`config.mk`:
```
export PLATFORM = sky130hd
export DESIGN_NAME = b3mf_mean_div
export DESIGN_NICKNAME = d
export VERILOG_FILES = /design/src/rtl/b3mf_pkg.sv /design/src/rtl/b3mf_mean_div.sv
export SDC_FILE = /design/constraint.sdc
export NUM_CORES = 1
export LEC_CHECK = 0
export BUFFER_PORTS_ARGS = -buffer_cell sky130_fd_sc_hd__buf_2
export CORE_MARGIN = 8
export CORE_UTILIZATION = 62
export DETAILED_ROUTE_END_ITERATION = 8
export PLACE_DENSITY = 0.83
export SLEW_MARGIN = 20
export SYNTH_ARGS = -nofsm -noshare
export SYNTH_HDL_FRONTEND = slang
export SYNTH_SLANG_ARGS = --single-unit
```
`constraint.sdc`:
```
create_clock -name clk_i -period 7.5 [get_ports clk_i]
set_input_delay 1.5 -clock clk_i [delete_from_list [all_inputs] [get_ports clk_i]]
set_output_delay 1.5 -clock clk_i [all_outputs]
set_load 0.01 [all_outputs]
```
`src/rtl/b3mf_pkg.sv`:
```
package b3mf_pkg;

  localparam int REG_W          = 13;
  localparam int ROW_W          = 13;
  localparam int DATA_W         = 16;
  localparam int MAX_HEIGHT     = 4096;
  localparam int DEF_MAX_WIDTH  = 4096;
  localparam int DEF_PIXEL_BITS = 16;
  localparam int RESET_WIDTH    = 640;
  localparam int RESET_HEIGHT   = 480;
  localparam int ROUND_BIAS     = 4;
  localparam int TAP_COUNT      = 9;
  localparam int OUT_DEPTH      = 8;
  localparam int PTR_W          = $clog2(OUT_DEPTH);
  localparam int OCC_W          = $clog2(OUT_DEPTH + 1);

  typedef enum logic [0:0] {
    REG_FRAME_WIDTH  = 1'b0,
    REG_FRAME_HEIGHT = 1'b1
  } cfg_reg_e;

  typedef enum logic [0:0] {
    CMD_PIXEL = 1'b0,
    CMD_DRAIN = 1'b1
  } cmd_e;

  typedef struct packed {
    logic              last;
    logic [DATA_W-1:0] mean;
  } res_t;

endpackage

```
`src/rtl/b3mf_mean_div.sv`:
```
module b3mf_mean_div #(
  parameter int PIXEL_BITS = b3mf_pkg::DEF_PIXEL_BITS
) (
  input  logic                  clk_i,
  input  logic                  rst_ni,
  input  logic                  in_vld_i,
  input  logic                  in_last_i,
  input  logic [PIXEL_BITS+1:0] sum_l_i,
  input  logic [PIXEL_BITS+1:0] sum_c_i,
  input  logic [PIXEL_BITS+1:0] sum_r_i,
  output logic                  out_vld_o,
  output b3mf_pkg::res_t        out_res_o
);

  localparam int SUM_W  = PIXEL_BITS + 4;
  localparam int SHIFT  = SUM_W + 3;
  localparam int PROD_W = 2 * SUM_W;
  // ceil(2^SHIFT / 9): exact quotient for every sum below 2^SUM_W
  localparam int RECIP  = ((1 << SHIFT) + b3mf_pkg::TAP_COUNT - 1) / b3mf_pkg::TAP_COUNT;

  logic              tot_vld_q, prod_vld_q;
  logic              tot_last_q, prod_last_q;
  logic [SUM_W-1:0]  tot_q;
  logic [PROD_W-1:0] prod_q;

  always_ff @(posedge clk_i or negedge rst_ni) begin
    if (!rst_ni) begin
      tot_vld_q  <= 1'b0;
      prod_vld_q <= 1'b0;
    end else begin
      tot_vld_q  <= in_vld_i;
      prod_vld_q <= tot_vld_q;
    end
  end

  always_ff @(posedge clk_i) begin
    tot_q       <= SUM_W'(sum_l_i) + SUM_W'(sum_c_i) + SUM_W'(sum_r_i)
                 + SUM_W'(b3mf_pkg::ROUND_BIAS);
    tot_last_q  <= in_last_i;
    prod_q      <= PROD_W'(tot_q) * PROD_W'(RECIP);
    prod_last_q <= tot_last_q;
  end

  assign out_vld_o      = prod_vld_q;
  assign out_res_o.mean = b3mf_pkg::DATA_W'(prod_q[SHIFT +: PIXEL_BITS]);
  assign out_res_o.last = prod_last_q;

endmodule

```
==> impl_metrics.tcl <==
set metrics [dict create \
    outcome "completed" \
    min_period_ps 5663 \
    drc 0 \
    core-area_um2 11860 \
    critPathTopFamily "adder cells" \
    dr.first_iter.drc_count 347 \
    synthCells 758 \
    groute.usage.overall_pct 20.84 \
    hold_slack_ps 328.2 \
    fin_tns_setup_ps 0 \
    layout.nets 1179 \
    drive_gt1_share_pct 11.20 \
    place_congestion 0.9411 \
    multi_input_area_um2 5918 \
    synth.net_count 1099 \
    clk_path_buf_depth 2 \
    antenna_cells 0 \
    yosys.area.top_type_share_pct 29.43 \
    cts_tree "done" \
    ys_top_cells_by_count "inv_1, ha_1, fa_1" \
    syn2layout_area_growth_pct 9.603 \
    setup.worst_path.start_class "flip-flop" \
    cap_violations 0 \
    path_buf_inv 6 \
    antenna_found_initial 0 \
    synthFlopType "dfxtp_1" \
    fin_ws_ps 1837 \
    synth_seq_cells 40 \
    path_max_fanout 5 \
    synth_area_um2 7440 \
    yosysWarnings 0 \
    worst-slew-pin-transition_ps 641.3 \
    totalWireLength_mm 15.90 \
    cp_data_arrival_time_ps 5890 \
    synth_seq_area_share_pct 10.90 \
    timing_hold_violations_final 0 \
    place_inst 978 \
    num_vias 5436 \
    vias_per_cell 5.513 \
    syn_area_per_cell_um2 9.815 \
    crit_top_cell "inv_1" \
    grt_pass1_vias 5854 \
    start_util_pct 62.72 \
    cts_buffers 5 \
    port_buffers 75 \
    worstSetupEndpointType "flip-flop" \
    ios 76 \
    setup_viol 0 \
    fmax_mhz 176.6 \
    overflow 0 \
    drt-pass1-iter-count 5 \
    fp.dieW_um 125.5 \
    cts_setup_buffers 0 \
    path_class "flip-flop to flip-flop" \
    pre_cts_ws_ps 1878 \
    crit_required_ps 7730 \
    dieArea_um2 15760 \
    rows 40 \
    layout.cells.non_filler 986 \
    yosysUniqueCellTypes 53 \
    postCtsResizedCells 0 \
    grt_max_degree 14 \
    post-route-period-util_pct 75.50 \
    grt_pass1_wl_mm 26.72 \
    dp_hpwl_mm 13.67 \
    rsz0062_at_grt "no" \
    wl_per_cell_um 16.12 \
    cts.sinks 40 \
    max_stage_delay_ps 560 \
    cts-root-buf "clkbuf_16" \
    yosys.area.top_type "ha_1" \
    post-synth-top-count-cell "inv_1" \
    synth_edf_count 0 \
    die_h_um 125.5 \
    skew_ps 9.102 \
    finalMaxSlewViolations 0 \
    cp_cell_sequence "inv_1, fa_1, inv_1, ha_1, inv_1, fa_1, inv_1, fa_1, fa_1, inv_1, fa_1, inv_1, ha_1, and3_1, nand4_1, a21oi_1, nor4_4, a31oi_2, or4b_1, nand3_1" \
    cts-htree-levels 2 \
    slowest_stage "fa_1" \
    seq_area_um2 810.8 \
    synth.area.top_cells "ha_1, fa_1, dfxtp_1, inv_1, xnor2_1" \
    slew_headroom_pct 57.14 \
    ant_nets 0 \
    fillers 909 \
    synth_async_sr_flop_share_pct 5.000 \
    clkTransAtPathRegs_ps 70 \
    cts_hold_buf 0 \
    insertion_delay_ps 300 \
    hp-class "flip-flop to flip-flop" \
]
[per-stage QoR]
step | utilization (%) | area (µm²)
after floorplan | - | 7440
after global placement | 67.33 | 7986
after detailed placement | 67.33 | 7986
after CTS | 68.74 | 8154
after global routing | 68.74 | 8154
final | 68.74 | 8154
[registers in the layout, summed over array words and instances (netlist names)]
name,count
out_vld_o,1
prod_last_q,1
prod_q,16
tot_last_q,1
tot_q,20
tot_vld_q,1
[cell type report]
cell class | instances | area share [%]
Clock inverter | 3 | 0.5217
Sequential cell | 40 | 9.943
Inverter | 186 | 8.562
Multi-Input combinational cell | 530 | 72.58
Tap cell | 147 | 2.256
Timing Repair Buffer | 75 | 4.603
Clock buffer | 5 | 1.534
[path summary, 6_finish.rpt]
check / end / slack (ps) / from / cells past startpoint
setup reg to reg: prod_q[33]$_DFF_P_ / 1840 / tot_q[1]$_DFF_P_ / 20
hold reg to reg: prod_last_q$_DFF_P_ / 330 / tot_last_q$_DFF_P_ / 0
min in group asynchronous: tot_vld_q$_DFF_PN0_ / 980 / rst_ni / 1
hold / removal: prod_last_q$_DFF_P_ / 330 / tot_last_q$_DFF_P_ / 0
setup / recovery: prod_q[33]$_DFF_P_ / 1840 / tot_q[1]$_DFF_P_ / 20
max in group asynchronous: out_vld_o$_DFF_PN0_ / 6430 / rst_ni / 1
[layer usage]
layer,vias up,part of all wire (%),GRT usage (%),wire length (µm)
li1,2635,-,-,-
met5,-,0,0,0
met4,0,2.9,8.023,461
met1,2585,44,25.28,6986
met2,177,47,35.54,7533
met3,39,5.8,4.377,918
[cell usage in the layout, fill, tap and decap left out, drive strengths merged, types with 3 or more instances in the layout]
cell type / count
nand2b: 6
o311ai: 3
nand2: 30
a211oi: 5
xnor2: 23
o211ai: 3
buf: 75
fa: 108
nand4: 7
dfxtp: 38
nand3: 5
o21bai: 5
a31oi: 7
nor2: 24
clkbuf: 5
a21oi: 41
xor2: 14
o21a: 3
a21o: 11
and3: 4
nand4b: 3
nor3: 4
ha: 175
o21ai: 21
inv: 186
[logic make-up after synthesis]
kind of cell	count (synthesis)	synth area share (%)
flops	40	10.90
xor+xnor	37	4.356
compound gates	115	10.09
fa+ha+maj	283	58.49
simple gates	94	6.475
mux	1	0.1345
buf+inv	188	9.553
Power is not shown: default switching activity piles up to over one toggle a cycle in this logic, so the estimate is an artifact.
