[src/rtl/b3mf_pkg.sv]
package b3mf_pkg;

  localparam int REG_W          = 13;
  localparam int ROW_W          = 13;
  localparam int DATA_W         = 16;
  localparam int MAX_HEIGHT     = 4096;
  localparam int DEF_MAX_WIDTH  = 4096;
  localparam int DEF_PIXEL_BITS = 16;
  localparam int RESET_WIDTH    = 640;
  localparam int RESET_HEIGHT   = 480;
  localparam int ROUND_BIAS     = 4;
  localparam int TAP_COUNT      = 9;
  localparam int OUT_DEPTH      = 8;
  localparam int PTR_W          = $clog2(OUT_DEPTH);
  localparam int OCC_W          = $clog2(OUT_DEPTH + 1);

  typedef enum logic [0:0] {
    REG_FRAME_WIDTH  = 1'b0,
    REG_FRAME_HEIGHT = 1'b1
  } cfg_reg_e;

  typedef enum logic [0:0] {
    CMD_PIXEL = 1'b0,
    CMD_DRAIN = 1'b1
  } cmd_e;

  typedef struct packed {
    logic              last;
    logic [DATA_W-1:0] mean;
  } res_t;

endpackage

[src/rtl/b3mf_out_fifo.sv]
module b3mf_out_fifo (
  input  logic           clk_i,
  input  logic           rst_ni,
  input  logic           push_i,
  input  b3mf_pkg::res_t push_res_i,
  output logic           pop_vld_o,
  input  logic           pop_rdy_i,
  output b3mf_pkg::res_t pop_res_o
);

  b3mf_pkg::res_t                 slot_q [b3mf_pkg::OUT_DEPTH];
  logic [b3mf_pkg::PTR_W-1:0]     wr_ptr_q, wr_ptr_d;
  logic [b3mf_pkg::PTR_W-1:0]     rd_ptr_q, rd_ptr_d;
  logic [b3mf_pkg::OCC_W-1:0]     cnt_q, cnt_d;
  logic                           pop;

  assign pop_vld_o = (cnt_q != '0);
  assign pop       = pop_vld_o && pop_rdy_i;
  assign pop_res_o = slot_q[rd_ptr_q];

  always_comb begin
    wr_ptr_d = push_i ? wr_ptr_q + b3mf_pkg::PTR_W'(1) : wr_ptr_q;
    rd_ptr_d = pop ? rd_ptr_q + b3mf_pkg::PTR_W'(1) : rd_ptr_q;
    cnt_d    = cnt_q + b3mf_pkg::OCC_W'(push_i) - b3mf_pkg::OCC_W'(pop);
  end

  always_ff @(posedge clk_i or negedge rst_ni) begin
    if (!rst_ni) begin
      wr_ptr_q <= '0;
      rd_ptr_q <= '0;
      cnt_q    <= '0;
    end else begin
      wr_ptr_q <= wr_ptr_d;
      rd_ptr_q <= rd_ptr_d;
      cnt_q    <= cnt_d;
    end
  end

  always_ff @(posedge clk_i) begin
    if (push_i) begin
      slot_q[wr_ptr_q] <= push_res_i;
    end
  end

endmodule

[config.mk]
export PLATFORM = sky130hd
export DESIGN_NAME = b3mf_out_fifo
export DESIGN_NICKNAME = d
export VERILOG_FILES = /design/src/rtl/b3mf_pkg.sv /design/src/rtl/b3mf_out_fifo.sv
export SDC_FILE = /design/constraint.sdc
export NUM_CORES = 1
export LEC_CHECK = 0
export BUFFER_PORTS_ARGS = -buffer_cell sky130_fd_sc_hd__buf_2
export CORE_ASPECT_RATIO = 0.75
export CORE_MARGIN = 3
export CORE_UTILIZATION = 35
export CTS_CLUSTER_DIAMETER = 150
export DETAILED_ROUTE_END_ITERATION = 8
export PLACE_DENSITY = 0.58
export SYNTH_ARGS = -nofsm -noshare
export SYNTH_HDL_FRONTEND = slang
export SYNTH_SLANG_ARGS = --single-unit
[constraint.sdc]
create_clock -name clk_i -period 3.1 [get_ports clk_i]
set_input_delay 0 -clock clk_i [delete_from_list [all_inputs] [get_ports clk_i]]
set_output_delay 0 -clock clk_i [all_outputs]
set_load 0.02 [all_outputs]
==> results of run 1 <==
-- layout by cell type, fill, tap and decap left out, drive strengths merged, types with 4 or more instances in the layout --
cell type and instances:
edfxtp 136, buf 53, mux4 34, dlygate4sd3 21
mux2 19, clkbuf 19, dfrtp 10, clkinv 10
inv 9, ha 7, nor2 6, xnor2 4
nand2 4
-- registers in the layout, summed over array words and instances, names as in the netlist --
register	flops
cnt_q	4
rd_ptr_q	3
slot_q	136
wr_ptr_q	3
-- metrics by stage --
stage | power, uW | util [%] | cell area (sq um)
4_1_cts | 6608 | 44.84 | 7024
2_1_floorplan | 4118 | - | 5761
5_1_grt | 6833 | 44.84 | 7024
6_report | 6486 | 44.84 | 7024
3_3_place_gp | 4728 | 40.13 | 6286
3_5_place_dp | 4757 | 40.13 | 6286
-- cell type report --
cell class	count	area share (%)
inverters	9	0.4809
multi-input cells	86	18.97
well taps	205	3.652
flip-flops and latches	146	61.72
clock buffers	19	6.163
clock inverters	13	1.354
repair buffers	74	7.659
-- final timing paths --
kind,slack (ns),start,to
min,0.41,push_res_i[10],slot_q[7][10]$_DFFE_PP_
max reg2reg,0.70,cnt_q[2]$_DFF_PN0_,cnt_q[2]$_DFF_PN0_
min in group asynchronous,0.62,rst_ni,cnt_q[0]$_DFF_PN0_
max,0.64,rd_ptr_q[0]$_DFFE_PN0P_,pop_res_o[12]
min reg2reg,0.56,wr_ptr_q[1]$_DFFE_PN0P_,wr_ptr_q[1]$_DFFE_PN0P_
max in group asynchronous,2.14,rst_ni,rd_ptr_q[0]$_DFFE_PN0P_
-- per-layer routing --
metal,vias up,wire length [um],global-route usage (%)
met2,46,5055,19.65
met5,-,0,0
met3,13,308,3.344
li1,1214,-,-
met4,0,130,4.412
met1,1388,4960,16.65
-- where the power goes --
group | leakage, uW | total (uW) | switching [uW] | internal, uW
registers | 0.00135 | 2740 | 234 | 2500
logic | 0.000876 | 1950 | 973 | 972
clock network | 0.000259 | 1800 | 720 | 1080
total | 0.00249 | 6490 | 1930 | 4560
-- logic make-up after synthesis --
group	count (synthesis)	synth area share (%)
adder cells (fa/ha/maj)	8	1.868
AND/OR/NAND/NOR	17	1.390
XOR/XNOR	6	0.9122
multiplexers	53	18.57
flip-flops	146	75.24
AO/OA/AOI/OAI	2	0.2172
buffers and inverters	19	1.803
-- timing repair --
action                                 4_1_cts  5_1_grt
buffers inserted                             0        0
endpoints found under the hold margin      153        0
hold buffers                                21        0
==> results by group, run 1 <==
Detailed routing
  • Per-cell routed wire length: 18.94 um
  • Vias: 2661
  • 1st-pass router iterations: 4
  • Final wirelength: 10.45 mm
  • Post-DR vias/cell: 4.821
  • Antenna Nets Post-Route: 0
  • DRC violations left: 0
  • DRT iter0 DRCs: 187

Min path
  • Hold depth: 2
  • HP Class: in -> reg

Cells and area
  • # diodes: 0
  • Register area: 4335 sq um
  • Multi-input gate area: 1333 sq um
  • Layout cells sized above 1: 32.56%
  • Fin nets: 363
  • Synthesis-to-layout area growth: 21.94%
  • Non-filler cells, final: 552
  • Layout fillers: 1312

Setup path
  • Critical Setup Path Class: reg -> out
  • CP Data Arrival Time: 2.46 ns
  • Crit. End Element: primary output
  • CP max-delay cell: dfrtp_2
  • Critical Path RT: 3.10 ns
  • Crit path max-delay family: multiplexers
  • Max stage delay on crit path: 0.73 ns
  • Critical Path Fanout Max: 20
  • Worst Path Buf+Inv: 2
  • Worst Setup Start Kind: register
  • Crit path depth: 4
  • Worst path cell trace: buf_12, mux4_1, mux2_2, buf_2
  • R2R cell count: 11

CTS
  • Clock Path Buffers: 2
  • CTS buffer count: 17
  • CTS H-tree depth: 4
  • CTS resizes: 0
  • CTS tree: done
  • Clock Latency Late Sink: 0.41 ns
  • CTS Sinks: 146
  • Clock root buffer: clkbuf_16
  • Worst-path clk slew: 0.06 ns

Logic synthesis
  • Post-synth net total: 280
  • Post-synth top area share: 70.89%
  • Sequential area share after synthesis: 75.24%
  • Synth top cells by count: 136 x edfxtp_1, 24 x mux4_1, 19 x mux2_2
  • Synth Area per Inst: 22.95 sq um
  • EDFF count, synth: 136
  • Main synth FF type: edfxtp_1
  • Area leader, netlist: edfxtp_1
  • Synth top area cells: edfxtp_1 71%, mux4_1 11%, dfrtp_1 4.3%
  • Cells after Synth: 251
  • Most common cell in the netlist: edfxtp_1
  • Register bit total from synthesis: 146
  • Mapped cell area: 5761 sq um
  • Async S/R FF share, synth: 6.849%
  • Post-synth cell types: 21
  • YS warnings: 0

Run status
  • Status: finished clean

Floorplan
  • Starting Density: 36.78%
  • Die ar.: 18050 sq um
  • Row count: 39
  • Die X: 154.1 um
  • Core outline area: 15660 sq um
  • Vert. Die Dim: 117.1 um
  • Ports: 39

Timing
  • Pin slew with the least headroom to its limit: 0.7876 ns
  • Slew margin rel.: 47.50%
  • Hold Slack: 0.4086 ns
  • Tmin final: 2.458 ns
  • Final setup violation count: 0
  • Peak Freq: 406.8 MHz
  • Slew Limit Fails: 0
  • Period utilization: 79.30%
  • Setup WS post-layout: 0.6418 ns
  • Unrepaired setup endpoints after global routing: no
  • Skew final: 0.007951 ns
  • TNS Setup: 0 ns
  • Final hold viol count: 0

Placed design
  • Post-Place Cells: 499
  • Port buffer count: 38
  • HPWL Detailed: 6.209 mm
  • Routability cong.: 0.6685
  • DP Worst Slack: 0.7008 ns

Global route
  • Initial antenna violation count: 0
  • Total gr overflow: 0
  • Global-route wire length before repair: 16.21 mm
  • Largest net degree at the start of global routing: 21
  • Vias in the first global route: 2788
  • Gr usage total: 12.34%

Power and ir drop
  • Peak supply drop: 394.2 uV
  • Cell Pwr Density: 923.4 nW/um^2
  • Pleak: 0.002485 uW

Job
  • MaxCap Viol Count: 0
Note: power is estimated with default switching activity, not from simulation.
==> run 2, diff against run 1 <==
==> constraint.sdc (replaced) <==
create_clock -name clk_i -period 2.49 [get_ports clk_i]
set_input_delay 0 -clock clk_i [delete_from_list [all_inputs] [get_ports clk_i]]
set_output_delay 0 -clock clk_i [all_outputs]
set_load 0.02 [all_outputs]
==> run 2 against run 1 <==
Against the previous run: clock power is 34% higher; critical endpoint is now cnt_q[2]$_DFF_PN0_; combinational power is 33% higher; largest power group unchanged; sequential share of layout area decreased by 0.50 points; sequential power up 20%; count of clock-buffer cells in the layout unchanged; routed wire length is 1.5% higher; first-iteration DRC count down 26%; clock skew down 0.0020 ns; register-to-register slack got worse by 0.59 ns; via count up 1.8%; non-clock buffer count up 4.
==> results by group, run 2 (synthesized netlist as in run 1, its figures left out) <==
Global route
  • Initial antenna violation count: 0
  • Total gr overflow: 0
  • Vias in the first global route: 2879
  • Largest net degree at the start of global routing: 22
  • Global-route wire length before repair: 16.42 mm
  • Gr usage total: 12.55%

Detailed routing
  • DRT iter0 DRCs: 138
  • Post-DR vias/cell: 4.871
  • Per-cell routed wire length: 19.09 um
  • 1st-pass router iterations: 4
  • Vias: 2708
  • Final wirelength: 10.61 mm
  • Antenna Nets Post-Route: 0
  • DRC violations left: 0

Floorplan
  • Core outline area: 15660 sq um
  • Vert. Die Dim: 117.1 um
  • Starting Density: 36.78%
  • Die X: 154.1 um
  • Row count: 39
  • Die ar.: 18050 sq um
  • Ports: 39

Timing
  • Skew final: 0.005932 ns
  • Period utilization: 95.67%
  • Unrepaired setup endpoints after global routing: no
  • Final setup violation count: 0
  • Slew margin rel.: 59.11%
  • Tmin final: 2.382 ns
  • Slew Limit Fails: 0
  • Pin slew with the least headroom to its limit: 0.6133 ns
  • Peak Freq: 419.8 MHz
  • Final hold viol count: 0

CTS
  • Post-CTS Setup Inserts: 0
  • Worst-path clk slew: 0.06 ns
  • CTS tree: done
  • CTS buffer count: 17
  • Clock root buffer: clkbuf_16
  • Clock Latency Late Sink: 0.41 ns
  • CTS Sinks: 146
  • CTS H-tree depth: 4
  • Clock Path Buffers: 2

Placed design
  • Port buffer count: 38
  • Dpl cell area: 6291 sq um
  • HPWL Detailed: 6.504 mm
  • Routability cong.: 0.7000

Setup path
  • Critical Path RT: 2.79 ns
  • Flop2flop setup slack: 0.11 ns
  • Worst Setup Start Kind: register
  • Critical Setup Path Class: reg -> reg
  • R2r startpoint: cnt_q[2]$_DFF_PN0_
  • CP Data Arrival Time: 2.68 ns
  • Crit. End Element: register
  • R2R Path End: cnt_q[2]$_DFF_PN0_
  • R2R cell count: 11
  • Critical Path Fanout Max: 3

Power and ir drop
  • Cell Pwr Density: 1171 nW/um^2
  • Final Power: 8292 uW
  • Peak supply drop: 638.0 uV
  • Pleak: 0.002522 uW

Min path
  • Worst hold start: push_res_i[11]
  • Hold depth: 2
  • HP Class: in -> reg
  • Worst Hold End: slot_q[3][11]$_DFFE_PP_

Run status
  • Status: finished clean

Job
  • MaxCap Viol Count: 0

Cells and area
  • # diodes: 0
  • Layout fillers: 1301
  • Util after Layout: 45.21%
  • Finished Cell Area: 7082 sq um
  • Largest register FFs: 136
  • Commonest non-fill, non-tap cell in the layout: edfxtp_1
  • Largest Register: slot_q
  • Synthesis-to-layout area growth: 22.94%
  • Layout cells sized above 1: 34.76%
  • Most frequent cells in the layout: 136 x edfxtp_1, 38 x buf_2, 24 x mux4_1
  • Biggest regs: slot_q x136, cnt_q x4
  • Fin nets: 367
## run 2: cell count changes in the layout (fill, tap and decap cells not counted), sizes merged
cell | previous run | this run
clkinv | 10 | 7
buf | 53 | 57
inv | 9 | 11
bufinv | 1 | 2
## run 2: critical path, stage by stage, from the launching register on
cell and delay (ns):
dfrtp_1 0.37, inv_1 0.08, ha_1 0.15, or3b_4 0.39
nand2_2 0.11, inv_1 0.05, ha_1 0.27, inv_1 0.06
ha_1 0.16, inv_1 0.06, fa_1 0.40, xnor2_2 0.15
## run 2: area by class of cell
| cell class | count | area, sq um | share of cell area, % |
|---|---|---|---|
| Clock buffer | 19 | 432.9 | 6.113 |
| Timing Repair Buffer | 78 | 543.0 | 7.668 |
| Inverter | 9 | 33.78 | 0.4770 |
| Sequential cell | 146 | 4335 | 61.22 |
| Tap cell | 205 | 256.5 | 3.622 |
| Clock inverter | 13 | 135.1 | 1.908 |
| Multi-Input combinational cell | 86 | 1345 | 18.99 |
## run 2: worst max-delay path by stage
stage                               endpoint                from
after global placement    cnt_q[1]$_DFF_PN0_  cnt_q[2]$_DFF_PN0_
after global routing      cnt_q[2]$_DFF_PN0_  cnt_q[2]$_DFF_PN0_
after CTS                 cnt_q[2]$_DFF_PN0_  cnt_q[2]$_DFF_PN0_
after detailed placement  cnt_q[2]$_DFF_PN0_  cnt_q[2]$_DFF_PN0_
after floorplan           cnt_q[2]$_DFF_PN0_  cnt_q[2]$_DFF_PN0_
final                     cnt_q[2]$_DFF_PN0_  cnt_q[2]$_DFF_PN0_
## run 2: stage by stage
stage / hold WS (ns) / cells / TNS [ns] / worst slack, ns
CTS: 0.3866 / 556 / 0 / 0.009792
global route: 0.4207 / 556 / 0 / 0.0008342
global placement: -0.1213 / 503 / 0 / 0.1373
detailed placement: -0.1166 / 503 / -0.009807 / -0.009807
finish: 0.3999 / 556 / 0 / 0.1078
floorplan: -0.2956 / 251 / 0 / 0.1213
## run 2: per-layer routing
metal | track usage (%) | wire length (um) | vias to the layer above
met2 | 20.84 | 5223 | 59
met1 | 16.28 | 4883 | 1412
met4 | 4.235 | 112 | 0
met5 | 0 | 0 | -
li1 | - | - | 1225
met3 | 3.381 | 393 | 12
## run 2: timing repair
item	in CTS	in global routing
gates cloned	0	0
hold buffers	21	0
setup endpoints to repair	1	3
hold endpoints to repair	153	0
pin swaps	0	1
gates resized for setup	1	2
## run 2: where the power goes
part / switching [uW] / total [uW] / internal [uW] / leakage, uW
registers: 167 / 3280 / 3120 / 0.00135
logic: 1380 / 2600 / 1220 / 0.000894
clock network: 939 / 2410 / 1470 / 0.000277
total: 2480 / 8290 / 5810 / 0.00252
==> run 3, diff against run 2 <==
--- a/config.mk
+++ b/config.mk
@@ -6,7 +6,7 @@
 export NUM_CORES = 1
 export LEC_CHECK = 0
 export BUFFER_PORTS_ARGS = -buffer_cell sky130_fd_sc_hd__buf_2
-export CORE_ASPECT_RATIO = 0.75
+export CORE_ASPECT_RATIO = 1.2
 export CORE_MARGIN = 3
 export CORE_UTILIZATION = 35
 export CTS_CLUSTER_DIAMETER = 150
==> run 3 against run 2 <==
Against the previous run: cell count unchanged; worst hold slack worse by 0.011 ns; cell area up 1.7%; via count down 1.3%; maximum frequency up 1.7%; flip-flop and latch count unchanged; count of clock-buffer cells in the layout down 2; global-route usage up 0.29 points; sequential power about the same; sequential share of layout area down 1.0 points; total power up 4.0%; utilization up 0.12 points; critical endpoint unchanged.
==> results by group, run 3 (synthesized netlist as in run 1, its figures left out) <==
Cells and area
  • Largest register FFs: 136
  • Register area: 4335 sq um
  • Largest Register: slot_q
  • Finished Cell Area: 7203 sq um
  • Layout cells sized above 1: 34.20%
  • Commonest non-fill, non-tap cell in the layout: edfxtp_1
  • Synthesis-to-layout area growth: 25.04%
  • Fin nets: 364
  • Multi-input gate area: 1335 sq um
  • Layout fillers: 1396
  • Biggest regs: slot_q x136, cnt_q x4
  • Most frequent cells in the layout: 136 x edfxtp_1, 38 x buf_2, 24 x mux4_1
  • # diodes: 0

CTS
  • CTS H-tree depth: 4
  • Clock Latency Late Sink: 0.41 ns
  • CTS buffer count: 17
  • Worst-path clk slew: 0.06 ns
  • Clock root buffer: clkbuf_16
  • CTS Sinks: 146
  • CTS tree: done
  • Clock Path Buffers: 2

Floorplan
  • Core outline area: 15890 sq um
  • Vert. Die Dim: 146.5 um
  • Die X: 123.1 um
  • Die ar.: 18040 sq um
  • Row count: 50
  • Starting Density: 36.25%
  • Ports: 39

Detailed routing
  • 1st-pass router iterations: 4
  • DRT iter0 DRCs: 143
  • DRC violations left: 0
  • Post-DR vias/cell: 4.808
  • Per-cell routed wire length: 18.91 um
  • Final wirelength: 10.52 mm
  • Antenna Nets Post-Route: 0
  • Vias: 2673

Timing
  • Slew margin rel.: 58.71%
  • Peak Freq: 426.9 MHz
  • Skew final: 0.005026 ns
  • Final setup violation count: 0
  • Slew Limit Fails: 0
  • Setup WS post-layout: 0.1473 ns
  • Period utilization: 94.08%
  • Final hold viol count: 0
  • Pin slew with the least headroom to its limit: 0.6193 ns
  • Tmin final: 2.343 ns

Job
  • MaxCap Viol Count: 0

Global route
  • Global-route wire length before repair: 16.75 mm
  • Vias in the first global route: 2918
  • Busiest grt layer: met2
  • Met2 Track Usage GR: 20.96%
  • Largest net degree at the start of global routing: 36
  • Gr usage total: 12.83%
  • Total gr overflow: 0
  • Grt met1 use: 16.09%
  • Grt met3 use: 4.068%
  • Initial antenna violation count: 0

Setup path
  • CP Data Arrival Time: 2.64 ns
  • Critical Setup Path Class: reg -> reg
  • Critical Path Fanout Max: 3
  • Critical Path RT: 2.79 ns
  • Most common cell on crit path: inv_1
  • Crit. End Element: register
  • Worst Setup Start Kind: register
  • Max stage delay on crit path: 0.48 ns
  • CP max-delay cell: or3b_2
  • Worst path cell trace: inv_1, ha_1, or3b_2, nand2_2, inv_1, ha_1, inv_1, ha_1, inv_1, fa_1, xnor2_1

Power and ir drop
  • Peak supply drop: 569.9 uV
  • Cell Pwr Density: 1197 nW/um^2
  • Pleak: 0.002548 uW

Placed design
  • HPWL Detailed: 6.295 mm
  • Dpl cell area: 6327 sq um
  • DP Worst Slack: 0.03653 ns
  • Port buffer count: 38
  • Routability cong.: 0.6615

Min path
  • HP Class: in -> reg

Run status
  • Status: finished clean
[run 3: per-layer routing]
layer,up-vias,share of wire (%),wire length (um)
met5,-,0,0
met4,0,1.1,111
met2,38,52,5490
li1,1216,-,-
met1,1411,44,4629
met3,8,2.7,284
[run 3: final cells by class]
class                   instances  share of cell area [%]
flip-flops and latches        146                   60.19
multi-input cells              86                   18.53
repair buffers                 75                   8.094
clock buffers                  17                   5.906
well taps                     208                   3.613
clock inverters                15                   3.196
inverters                       9                  0.4690
[run 3: repair_timing]
item                                    CTS  global route
endpoints found under the setup margin    0             2
hold endpoints to repair                153             0
hold buffers                             21             0
buffers inserted                          0             1
gates resized for setup                   0             1
[run 3: worst paths after layout]
kind | startpoint | endpoint | slack [ns] | depth (start not counted)
worst max register to register | cnt_q[2]$_DFF_PN0_ | cnt_q[2]$_DFF_PN0_ | 0.15 | 11
worst min-delay path | push_res_i[11] | slot_q[2][11]$_DFFE_PP_ | 0.39 | 2
worst max-delay path | cnt_q[2]$_DFF_PN0_ | cnt_q[2]$_DFF_PN0_ | 0.15 | 11
worst min register to register | wr_ptr_q[1]$_DFFE_PN0P_ | wr_ptr_q[1]$_DFFE_PN0P_ | 0.56 | 1
min in group asynchronous | rst_ni | cnt_q[1]$_DFF_PN0_ | 0.61 | 3
max in group asynchronous | rst_ni | rd_ptr_q[0]$_DFFE_PN0P_ | 1.53 | 3
[run 3: worst max-delay path: cells and delay by family, from the launching register on]
family,cells,cell delay [ns]
XOR/XNOR,1,0.14
buffers and inverters,4,0.24
AND/OR/NAND/NOR,2,0.56
adder cells (fa/ha/maj),4,0.92
flip-flops,1,0.36
[run 3: per-stage QoR]
stage	power (uW)	TNS [ns]	hold WS, ns	cells	utilization (%)
floorplan	5127	0	-0.2956	251	-
global placement	5884	0	-0.1250	502	39.82
detailed placement	5949	0	-0.1198	502	39.82
CTS	8785	0	0.3667	555	45.27
global route	9073	-0.001691	0.3893	556	45.33
finish	8624	0	0.3891	556	45.33
[run 3: power by group]
group          internal (uW)  total, uW  switching (uW)
Clock                   1790       2780             985
Sequential              3120       3280             166
Combinational           1220       2570            1350
